### src/sv/ain_sqrt.sv
// Integer square root, one root bit per cycle.
module ain_sqrt (
    input  logic        i_clk,
    input  logic        i_rst_n,
    input  logic        i_start,
    input  logic [63:0] i_radicand,
    output logic        o_done,
    output logic [31:0] o_root
);
    logic [63:0] r_rad;
    logic [35:0] r_rem;
    logic [31:0] r_root;
    logic [4:0]  r_cnt;
    logic        r_busy;
    logic        r_done;
    logic [35:0] w_cur;
    logic [35:0] w_trial;
    logic        w_ge;

    assign w_cur   = {r_rem[33:0], r_rad[63:62]};
    assign w_trial = {2'b00, r_root, 2'b01};
    assign w_ge    = w_cur >= w_trial;

    always_ff @(posedge i_clk) begin
        if (!i_rst_n) begin
            r_busy <= 1'b0;
            r_done <= 1'b0;
            r_cnt  <= '0;
        end else begin
            r_done <= 1'b0;
            if (i_start) begin
                r_busy <= 1'b1;
                r_cnt  <= '0;
            end else if (r_busy) begin
                r_cnt <= r_cnt + 5'd1;
                if (r_cnt == 5'd31) begin
                    r_busy <= 1'b0;
                    r_done <= 1'b1;
                end
            end
        end
    end

    always_ff @(posedge i_clk) begin
        if (i_start) begin
            r_rad  <= i_radicand;
            r_rem  <= '0;
            r_root <= '0;
        end else if (r_busy) begin
            r_rad  <= {r_rad[61:0], 2'b00};
            r_rem  <= w_ge ? (w_cur - w_trial) : w_cur;
            r_root <= {r_root[30:0], w_ge};
        end
    end

    assign o_done = r_done;
    assign o_root = r_root;
endmodule

### config.mk
export PLATFORM = sky130hd
export DESIGN_NAME = ain_sqrt
export DESIGN_NICKNAME = d
export VERILOG_FILES = /design/src/sv/ain_sqrt.sv
export SDC_FILE = /design/constraint.sdc
export NUM_CORES = 1
export LEC_CHECK = 0
export ABC_AREA = 1
export BUFFER_PORTS_ARGS = -buffer_cell sky130_fd_sc_hd__buf_2
export CORE_MARGIN = 2
export CORE_UTILIZATION = 30
export DETAILED_ROUTE_END_ITERATION = 7
export PLACE_DENSITY_LB_ADDON = 0.08
export SYNTH_ARGS = -nofsm -noshare
export SYNTH_HDL_FRONTEND = slang
export SYNTH_SLANG_ARGS = --single-unit
### constraint.sdc
create_clock -name i_clk -period 9.8 [get_ports i_clk]
set_input_delay 1.96 -clock i_clk [delete_from_list [all_inputs] [get_ports i_clk]]
set_output_delay 1.96 -clock i_clk [all_outputs]
set_load 0.02 [all_outputs]
==> results.toml <==
[clock_tree]
htreeDepth = 4
cts.clk_slew.worst_paths_ns = 0.06
cts_tree = "done"
cts_made_buffers = 17
cts_hold_buffers = 0
clkLatencyLatePin_ns = 0.43
clockRootBuffer = "clkbuf_16"
ctsResizeCount = 0
cts_buffer_depth = 2
post_cts_buffers = 0
cts.sinks = 137

[yosys]
syn_area_per_cell_sq_um = 6.85
synth_top_family_by_area = "simple AND/OR/NAND/NOR gates"
yosys.area.top_type = "nand2_1"
synth.ff_latch_count = 137
yosys.area_share.simple_pct = 37.1
synth_cells = 1209
synth_compound_gate_area_share_pct = 5.18
ys_warn_count = 0
ys_seq_area_share_pct = 40.8
synth_xor_xnor_area_share_pct = 1.59
syn-cell-area_sq_um = 8290
synthAdderAreaFrac_pct = 5.44
synthMuxAreaShare_pct = 0
synthDominantCellAreaShare_pct = 26.0
synth_area_leaders = "nand2_1, edfxtp_1, dfxtp_1"
synth_cell_types = 40
synthesis.nets = 1312

[routing]
wl_per_cell_um = 13.9
drt_iter0_drc = 305
route.vias.total = 7321
drtAntennaViolNets = 0
drc_errors = 0
wirelength_um = 23000
first_pass_iters = 5
vias_per_cell = 4.43

[sta]
tightestPinTransition_ns = 1.25
fmax_mhz = 262
slew_headroom_pct = 16.4
finalHoldWorstSlack_ns = 0.459
clock_skew_ns = 0.0163
grt_setup_unrepaired = "false"
finalCritPeriodShare_pct = 38.9
fin_crit_ns = 3.81
drv_slew = 0
setup_tns_ns = 0
setup_viol = 0
hold_violations = 0

[cells_and_area]
final_common_cell = "nand2_1"
layout.nets = 1401
final_cell_mix = "nand2_1, inv_1, buf_2"
drive_above_1_share_pct = 12.3
antenna_cells = 0
fillers = 3018
synthToLayoutAreaGrowth_pct = 16.7

[critical_path]
crit_arrival_ns = 3.86
crit_buf_inv = 4
crit_path_frequent_cell = "buf_4"
critPathRequiredTime_ns = 9.85
crit_chain = "buf_2 -> buf_4 -> nor2_2 -> inv_4 -> buf_4"
r2r_cells = 12
critPathMaxStageDelay_ns = 0.76
cp_slowest_cell = "buf_4"
cp-start-kind = "input port"
cp_top_family = "buffers and inverters"
endpoint_kind = "flip-flop"
cp.depth = 5
worst-path-max-fanout = 75
crit_type = "in -> reg"

[placed_design]
io_buffers = 99
dp_hpwl_um = 16700
gp_congestion = 0.868

[grt]
grt_use_total_pct = 16.6
antenna_found_initial = 0
grt_max_degree = 76
first_global_vias = 7469
overflow = 0
grt_pass1_wl_um = 37900

[floorplanning]
dieWidth_um = 170
die_y_um = 170
core_sq_um = 27000
dieArea_sq_um = 29000
boundaryPins = 100
fp-row-count = 60
start_util_pct = 30.7

[pwr]
powerDensity_nw_per_um2 = 306
ir_drop_v = 0.000159
p_leak_nw = 5.13

[run_status]
status = "complete, no violations"

[worst_hold_path]
whs_path_depth = 2
hold_path_class = "reg -> reg"

[job]
cap_viol_max_count = 0
-- registers in the layout (all words and copies together) (netlist names) --
| name | count |
|---|---|
| r_rem | 34 |
| r_cnt | 5 |
| o_root | 32 |
| r_busy | 1 |
| r_rad | 64 |
| o_done | 1 |
-- cell families (layout without fill, tap and decap cells) --
group | count (synthesis) | count (layout)
buf+inv | 209 | 311
flops | 137 | 137
xor+xnor | 15 | 15
fa+ha+maj | 36 | 36
compound gates | 72 | 72
simple gates | 740 | 740
-- tightest hold or removal path, cell delays in order (launching register included) --
cell	delay, ns
dfxtp_1	0.31
nand2_1	0.06
nand2_1	0.05
-- Yosys cell counts, drive strengths merged --
cell / instances
nor3b: 1
o21ai: 8
nor3: 7
nand4: 10
a21oi: 25
clkbuf: 18
and3: 1
nor4: 1
dfxtp: 73
ha: 36
xor2: 10
o211ai: 1
nand2: 580
o21bai: 4
nand3: 60
buf: 15
a21o: 1
o22ai: 31
xnor2: 5
or2: 1
and2: 3
edfxtp: 64
nand3b: 18
a211oi: 1
a31oi: 1
nor2: 58
inv: 176
-- layer usage --
layer	part of all wire, %	GRT usage, %
met3	3.7	3.35
met2	47	27.7
met1	48	21.8
met5	0	0
met4	1.2	4.65
-- metrics by stage --
stage | area, sq um | utilization, % | total power, mW | instances | worst slack [ns]
2_1_floorplan | 8290 | - | 1.95 | 1209 | 4.99
3_3_place_gp | 9080 | 33.6 | 2.34 | 1620 | 5.51
3_5_place_dp | 9080 | 33.6 | 2.34 | 1620 | 5.46
4_1_cts | 9670 | 35.8 | 3.01 | 1652 | 5.91
5_1_grt | 9670 | 35.8 | 3.26 | 1652 | 5.70
6_report | 9670 | 35.8 | 2.96 | 1652 | 5.99
-- where the power goes --
| part | internal (mW) | total, mW | switching, mW | leakage, nW |
|---|---|---|---|---|
| Combinational | 0.514 | 1.60 | 1.08 | 3.59 |
| Clock | 0.362 | 0.659 | 0.296 | 0.283 |
| Sequential | 0.670 | 0.705 | 0.0351 | 1.25 |
| Total | 1.55 | 2.96 | 1.42 | 5.13 |
-- final cells by class --
cell class	instances	area, sq um	share of cell area (%)
sequential	137	3380	35.0
timing repair buffer	103	526	5.43
clock buffer	18	429	4.44
tap	341	427	4.41
multi-input combinational	863	4090	42.2
inverter	176	663	6.86
clock inverter	14	159	1.64
-- final timing paths --
kind	startpoint	end	slack, ns
hold / removal	r_rem[32]$_SDFFE_PP0P_	r_rem[32]$_SDFFE_PP0P_	0.46
setup / recovery	i_start	r_rad[8]$_DFFE_PP_	5.99
hold reg to reg	r_rem[32]$_SDFFE_PP0P_	r_rem[32]$_SDFFE_PP0P_	0.46
setup reg to reg	o_root[21]$_SDFFE_PP0P_	r_rem[24]$_SDFFE_PP0P_	6.98
No activity file was read; power rests on OpenSTA's default activity.
