$ cat src/sv/ain_div.sv
// Restoring divider, one quotient bit per cycle.
module ain_div (
    input  logic        i_clk,
    input  logic        i_rst_n,
    input  logic        i_start,
    input  logic [63:0] i_dividend,
    input  logic [63:0] i_divisor,
    output logic        o_done,
    output logic [63:0] o_quotient
);
    logic [64:0] r_rem;
    logic [63:0] r_quo;
    logic [63:0] r_dsr;
    logic [6:0]  r_cnt;
    logic        r_busy;
    logic        r_done;
    logic [64:0] w_trial;
    logic        w_ge;

    assign w_trial = {r_rem[63:0], r_quo[63]};
    assign w_ge    = w_trial >= {1'b0, r_dsr};

    always_ff @(posedge i_clk) begin
        if (!i_rst_n) begin
            r_busy <= 1'b0;
            r_done <= 1'b0;
            r_cnt  <= '0;
        end else begin
            r_done <= 1'b0;
            if (i_start) begin
                r_busy <= 1'b1;
                r_cnt  <= '0;
            end else if (r_busy) begin
                r_cnt <= r_cnt + 7'd1;
                if (r_cnt == 7'd63) begin
                    r_busy <= 1'b0;
                    r_done <= 1'b1;
                end
            end
        end
    end

    always_ff @(posedge i_clk) begin
        if (i_start) begin
            r_rem <= '0;
            r_quo <= i_dividend;
            r_dsr <= i_divisor;
        end else if (r_busy) begin
            r_rem <= w_ge ? (w_trial - {1'b0, r_dsr}) : w_trial;
            r_quo <= {r_quo[62:0], w_ge};
        end
    end

    assign o_done     = r_done;
    assign o_quotient = r_quo;
endmodule

$ cat config.mk
export PLATFORM = sky130hd
export DESIGN_NAME = ain_div
export DESIGN_NICKNAME = d
export VERILOG_FILES = /design/src/sv/ain_div.sv
export SDC_FILE = /design/constraint.sdc
export NUM_CORES = 1
export LEC_CHECK = 0
export BUFFER_PORTS_ARGS = -buffer_cell sky130_fd_sc_hd__buf_2
export CORE_ASPECT_RATIO = 0.6
export CORE_MARGIN = 2
export CORE_UTILIZATION = 30
export CTS_CLUSTER_DIAMETER = 60
export DETAILED_ROUTE_END_ITERATION = 8
export GPL_TIMING_DRIVEN = 0
export PLACE_DENSITY_LB_ADDON = 0.12
export SYNTH_ARGS = -nofsm -noshare
export SYNTH_HDL_FRONTEND = slang
export SYNTH_SLANG_ARGS = --single-unit
$ cat constraint.sdc
create_clock -name i_clk -period 5.05 [get_ports i_clk]
set_input_delay 1.01 -clock i_clk [delete_from_list [all_inputs] [get_ports i_clk]]
set_output_delay 1.01 -clock i_clk [all_outputs]
set_load 0.01 [all_outputs]
==> results of run 1 <==
[worst max-delay path, cell delays in order]
cell      delay [ps]
buf_4            670
clkbuf_1         670
clkbuf_1         520
clkbuf_1         750
nor2_1           240
inv_4            180
buf_16           270
[metrics by stage]
stage	power, uW	util
after floorplan	2930	-
after global placement	3380	0.345
after detailed placement	3390	0.346
after CTS	5150	0.366
after global routing	5380	0.366
final	5100	0.366
[layout make-up]
class | instances | area, um2 | share of cell area
Clock inverter | 12 | 87.6 | 0.00614
Tap cell | 522 | 653 | 0.0458
Buffer | 67 | 327 | 0.0229
Clock buffer | 34 | 699 | 0.0490
Timing Repair Buffer | 196 | 1010 | 0.0705
Sequential cell | 201 | 5310 | 0.372
Inverter | 82 | 310 | 0.0217
Multi-Input combinational cell | 863 | 5890 | 0.412
[layer usage]
metal | track usage | vias up
met5 | 0 | -
met4 | 0.0348 | 0
met3 | 0.0295 | 41
met2 | 0.246 | 322
met1 | 0.311 | 4722
li1 | - | 4874
[sequential cells by signal, summed over array words and instances (netlist names)]
register and cells:
o_quotient 64, r_dsr 64, r_rem 64, r_cnt 7, o_done 1, r_busy 1
[report_power, final]
part           switching, uW  internal (uW)
combinational            847            522
sequential              90.1           1920
clock                    744            980
[cells in the final DEF, fill, tap and decap left out, types with 16 or more instances in the layout]
master / n
buf_2: 211
edfxtp_1: 128
nor2_1: 122
a21oi_1: 108
nand2_1: 88
inv_1: 80
dfxtp_1: 73
mux2_2: 66
ha_1: 65
a211oi_1: 54
clkbuf_1: 44
o21ai_0: 43
xnor2_1: 39
a21o_1: 34
nor3_1: 33
clkbuf_16: 25
xor2_1: 23
nand4_1: 22
nand3_1: 16
[path summary, 6_finish.rpt]
path	startpoint	endpoint	slack [ps]	cells past startpoint
worst max-delay path	i_start	o_quotient[61]	790	7
worst min-delay path	r_cnt[6]	r_cnt[6]	490	2
worst max register to register	o_quotient[63]	r_rem[62]	900	14
worst min register to register	r_cnt[6]	r_cnt[6]	490	2
[kinds of logic (layout without fill, tap and decap cells)]
logic type,count (synthesis),after routing,synth area share
adder cells (fa/ha/maj),66,66,0.0705
multiplexers,72,72,0.0679
XOR/XNOR,62,62,0.0459
AND/OR/NAND/NOR,333,333,0.130
AO/OA/AOI/OAI,330,330,0.184
buffers and inverters,149,391,0.0536
flip-flops,201,201,0.449
==> run metrics, run 1 <==
M1 wire length 21400 um; Finished Layout Cells 1977; crit start category primary input; drt total wl 38700 um; worst hold path type reg -> reg; DR WL met3 2370 um; CP max FO 65; clock-pin slew on the worst setup and hold paths 60 ps; dpl cells 1931; clock sink total 201; sequential area share after synthesis 0.449; crit end category register; Post-CTS Setup Repair Bufs 0; top layer in use met4; CP Data Required Time 5250 ps; fin. max-slew vios 0; CTS tree yes; share of the synthesized area in the top cell type 0.325; hpwl dp 29400 um; setup TNS 0 ps; max-cap viol count 0; endpoints failing setup 0; P per Cell Area 357 nW/um2; Setup WS post-layout 787 ps; share of layout cells above drive strength 1 0.241; Clk Tree Root Cell clkbuf_16; Final Skew 24.9 ps; Post-synth top cells edfxtp_1, nor2_1, a21oi_1, nand2_1, inv_1; Mapped Avg Cell Area 9.75 um2; Leakage Power 0.00601 uW; Vias/cell 5.04; Worst VDD drop 0.219 mV; Final Hold Fails 0; area of placed instances 13500 um2; worst rel slew slack 0.318; Clock Path Buffers 3; final period utilization 0.844; drt pass-1 iters 5; largest cells by area after synthesis edfxtp_1, dfxtp_1, ha_1, mux2_2, a21oi_1; Syn Nets 1410; Placement Setup Slack 188 ps; height of the chip 158 um; Residual DRC 0; grt total ovfl 0; antenna cell count 0; Hold Buf Count CTS 0; synth unique cells 73; most frequent cell after synthesis edfxtp_1; fillers 4042; Ports 196; placer congestion estimate 0.919; Mapped Cells 1213; Routed WL per cell 19.6 um; antenna viol nets, final 0; Yosys reg bits 201; Final min period 4260 ps; number of CTS-inserted buffers 25; CP Class in -> reg; first-pass GRT wire length 58500 um; Post-synth EDFFs 128; post-CTS resize count 0; Worst Path Arrival 4470 ps; largest net degree at the start of global routing 66; core box area 39000 um2; RSZ-0062 raised after global routing no; initial antenna violation count 0; worst hold-check slack 486 ps; Starting Density 0.304; vias post-DR 9959; DR iter-0 viols 995; Final nets 1633; All-Layer GR Usage 0.187; Synth async-reset ratio 0; Worst-Margin Slew 1020 ps; max frequency 0.235 GHz; met2 wire length 14200 um; Mapped Area 11800 um2; Die ar. 41100 um2; status complete, no violations; Die X 260 um; Placement Rows 56; vias in the first global route 9512; Ys Warns 0; I/O Buffers 195; H-tree depth 1; Primary FF master, synth edfxtp_1; Skew-Pair Late Insertion Delay 550 ps; Area Overhead vs Synth 20.7%; Final Cell Area 14300 um2; largest area contributor in the netlist edfxtp_1
Power figures use the tool's default switching activity.
==> run 2: changes to the inputs <==
clock period = 3.6 ns   (was 5.05 ns; I/O delays follow)
==> run metrics, run 2 (synthesis gave the netlist of run 1 again) <==
status complete, no violations; Vias/cell 5.07; Routed WL per cell 19.7 um; Skew-Pair Late Insertion Delay 550 ps; Clock Path Buffers 3; Final Cell Area 14900 um2; switching power 2450 uW; largest net degree at the start of global routing 66; number of CTS-inserted buffers 25; P per Cell Area 495 nW/um2; Worst VDD drop 0.310 mV; Worst Path Arrival 4000 ps; hpwl dp 29400 um; H-tree depth 1; Hold Path Depth 1; crit start category register; clock-pin slew on the worst setup and hold paths 60 ps; commonest non-fill, non-tap cell in the layout buf_2; drt total wl 39300 um; Residual DRC 0; final period utilization 0.987; CP Class reg -> reg; R2R depth 15; height of the chip 158 um; first-pass GRT wire length 59200 um; dpl cells 1931; All-Layer GR Usage 0.189; Die ar. 41100 um2; drt pass-1 iters 6; worst hold path type in -> reg; max frequency 0.281 GHz; Combinational Power Share 0.291; sw frac 0.332; CTS tree yes; commonest non-fill, non-tap cells in the layout buf_2, edfxtp_1, nor2_1; Placement Rows 56; Starting Density 0.304; hold path endpoint r_dsr[8]; RSZ-0062 raised after global routing yes; Final Skew 24.1 ps; Clk Tree Root Cell clkbuf_16; antenna cell count 0; Area Overhead vs Synth 26.2%; I/O Buffers 195; Leakage Power 0.00623 uW; crit end category register; Final min period 3550 ps; Clock power frac 0.328; setup TNS 0 ps; Final Hold Fails 0; initial antenna violation count 0; vias post-DR 10100; P_int 4930 uW; Worst R2R Setup Slack 50 ps; worst rel slew slack 0.319; Ports 196; placer congestion estimate 0.919; antenna viol nets, final 0; grt total ovfl 0; CP max FO 4; DR iter-0 viols 859; core box area 39000 um2; Final nets 1653; Finished Layout Cells 1997; Sequential Power Share 0.381; fin. max-slew vios 0; Reg-to-Reg End r_rem[54]; CP Data Required Time 4050 ps; RR Startpoint o_quotient[63]; clock sink total 201; area of placed instances 13500 um2; Worst-Margin Slew 1020 ps; endpoints failing setup 0; share of layout cells above drive strength 1 0.292; max-cap viol count 0; hold path start i_divisor[8]; Die X 260 um; vias in the first global route 9614
==> run 2: cell count changes in the layout (fill, tap and decap cells not counted), moves of 4 or more <==
cell | previous run | this run
a211oi_1 | 54 | 36
a211oi_2 | 1 | 19
a21oi_1 | 108 | 99
a21oi_2 | 2 | 10
buf_12 | 0 | 6
buf_2 | 211 | 207
buf_4 | 7 | 23
buf_6 | 4 | 8
clkbuf_1 | 44 | 38
ha_1 | 65 | 61
o21ai_0 | 43 | 38
==> run 2: what timing repair did <==
item / CTS / global route
hold buffers: 0 / 0
setup endpoints to repair: 126 / 124
setup buffers: 15 / 10
gates resized for setup: 38 / 71
pin swaps: 14 / 22
==> run 2: worst max-delay path by stage <==
stage / start / endpoint / slack (ps) / depth (start not counted)
final: o_quotient[63] / r_rem[54] / 50 / 15
after global routing: o_quotient[63] / r_rem[56] / -90 / 14
after CTS: o_quotient[63] / r_rem[62] / -40 / 15
after detailed placement: i_start / o_quotient[58] / -970 / 7
after global placement: i_start / o_quotient[56] / -3130 / 6
after floorplan: i_start / o_quotient[0] / 270 / 5
==> run 2: final cells by class <==
type                       count  area [um2]
multi-input combinational    863        6260
clock buffer                  34         699
tap                          522         653
buffer                        64         402
fill                        3977       24000
clock inverter                12        87.6
inverter                      82         310
sequential                   201        5310
timing repair buffer         219        1200
==> run 2: stage by stage <==
| stage | utilization | hold slack [ps] | setup WS [ps] | total power (uW) |
|---|---|---|---|---|
| final | 0.383 | 349 | 46.8 | 7380 |
| after floorplan | - | 454 | 273 | 4110 |
| after global placement | 0.345 | 465 | -3130 | 4750 |
| after detailed placement | 0.346 | 479 | -972 | 4750 |
| after global routing | 0.383 | 322 | -86.0 | 7780 |
| after CTS | 0.374 | 320 | -37.5 | 7310 |
==> run 2: critical path: stages (launching register included) <==
cell and delay [ps]:
edfxtp_1 450, inv_1 80, ha_2 200, fa_2 370, nor2b_4 150, o2111ai_4 140
a211oi_2 300, nor3_4 120, a2111oi_4 480, o21ai_4 160, buf_4 170, o21bai_4 210
a41oi_1 160, xnor2_1 170, nand2_1 70, a211oi_1 220
==> run 2: routing by layer <==
| layer | wire length (um) | GRT usage | vias to the layer above |
|---|---|---|---|
| li1 | - | - | 4898 |
| met1 | 21500 | 0.313 | 4846 |
| met2 | 14600 | 0.252 | 343 |
| met3 | 2510 | 0.0282 | 47 |
| met4 | 724 | 0.0359 | 0 |
| met5 | 0 | 0 | - |
==> run 2: power by group through the flow <==
stage                     Clock (uW)  Sequential [uW]  Combinational, uW
after floorplan                    0             2860               1250
after global placement             0             2860               1880
after detailed placement           0             2860               1890
after CTS                       2510             2810               1990
after global routing            2600             2840               2340
final                           2420             2810               2150
==> run 3: changes to the inputs <==
GPL_TIMING_DRIVEN = default   (was 0)
SETUP_SLACK_MARGIN = 0.1   (was default)
==> run metrics, run 3 (synthesis gave the netlist of run 1 again) <==
register area 5310 um2; drt pass-1 iters 5; Die X 260 um; vias post-DR 9942; CP max FO 11; Worst Path Arrival 3840 ps; R2R depth 16; CP Data Required Time 4020 ps; DR iter-0 viols 652; vias in the first global route 9306; CP Class reg -> reg; P per Cell Area 498 nW/um2; core box area 39000 um2; status complete, no violations; max frequency 0.293 GHz; commonest non-fill, non-tap cells in the layout buf_2, edfxtp_1, nor2_1; worst hold path type in -> reg; Worst VDD drop 0.280 mV; Final min period 3420 ps; Worst R2R Setup Slack 180 ps; Placement Rows 56; height of the chip 158 um; Skew-Pair Late Insertion Delay 540 ps; Residual DRC 0; Area Overhead vs Synth 28.2%; clock-pin slew on the worst setup and hold paths 70 ps; Routed WL per cell 18.1 um; fin. max-slew vios 0; max-cap viol count 0; first-pass GRT wire length 54600 um; All-Layer GR Usage 0.170; Clk Tree Root Cell clkbuf_16; area taken by multi-input logic gates 6230 um2; RSZ-0062 raised after global routing yes; Worst-Margin Slew 623 ps; CTS tree yes; fillers 3955; placer congestion estimate 0.856; Ports 196; number of CTS-inserted buffers 25; initial antenna violation count 1; clock sink total 201; setup TNS 0 ps; worst rel slew slack 0.584; largest net degree at the start of global routing 77; crit start category register; commonest non-fill, non-tap cell in the layout buf_2; grt total ovfl 0; antenna viol nets, final 0; Vias/cell 4.99; crit end category register; final period utilization 0.949; Finished Layout Cells 1992; total power 7550 uW; Starting Density 0.304; drt total wl 36100 um; I/O Buffers 195; Die ar. 41100 um2; Leakage Power 0.00638 uW; Hold Path Depth 1; endpoints failing setup 0; Clock Path Buffers 3; H-tree depth 1; Final Hold Fails 0; dpl cells 1927; Final Skew 12.6 ps; hpwl dp 26200 um; share of layout cells above drive strength 1 0.314; Final nets 1647
run 3: final timing paths:
check	start	to
max	r_dsr[23]	r_rem[13]
min	i_divisor[38]	r_dsr[38]
max reg2reg	r_dsr[23]	r_rem[13]
min reg2reg	r_cnt[6]	r_cnt[6]
run 3: where the power goes:
part | switching, uW | leakage, uW | internal, uW
sequential | 132 | 0.00187 | 2690
combinational | 1220 | 0.00411 | 968
clock | 1090 | 0.000399 | 1450
total | 2440 | 0.00638 | 5110
run 3: timing repair:
action	in CTS	in global routing
setup buffers	5	8
hold buffers	0	0
hold endpoints to repair	0	0
pin swaps	5	27
gates resized for setup	9	71
setup endpoints to repair	37	61
gates cloned	2	3
run 3: worst max-delay path: stages (launching register included):
cell      delay [ps]
edfxtp_1         330
inv_1             50
ha_1             390
nand2_2          160
o21ai_2           90
or4_4            560
nor3_4           250
nor3_4            70
o21ai_2          170
o211ai_2         130
buf_6            160
a41oi_4          180
buf_12           210
buf_12           160
nor2_1            60
a211oi_1         270
nor3_1            70
run 3: layout make-up:
cell class,count,area share
Timing Repair Buffer,277,0.120
Sequential cell,201,0.350
Clock buffer,29,0.0423
Inverter,82,0.0203
Antenna cell,1,0.000165
Multi-Input combinational cell,863,0.411
Clock inverter,17,0.0123
Tap cell,522,0.0431
run 3: routing by layer:
layer  global-route usage  vias up  share of wire
met2                0.225      258           0.38
li1                     -     4893              -
met3               0.0264       40          0.050
met1                0.282     4751           0.56
met5                    0        -              0
met4               0.0291        0          0.014
run 3: through the flow:
| stage | hold slack, ps | worst slack (ps) | area, um2 | util |
|---|---|---|---|---|
| after floorplan | 454 | 273 | 11800 | - |
| after global placement | 463 | 28.9 | 13700 | 0.351 |
| after global routing | 318 | 37.6 | 15200 | 0.389 |
| after CTS | 324 | 108 | 14700 | 0.377 |
| after detailed placement | 475 | -67.9 | 13700 | 0.351 |
| final | 353 | 184 | 15200 | 0.389 |
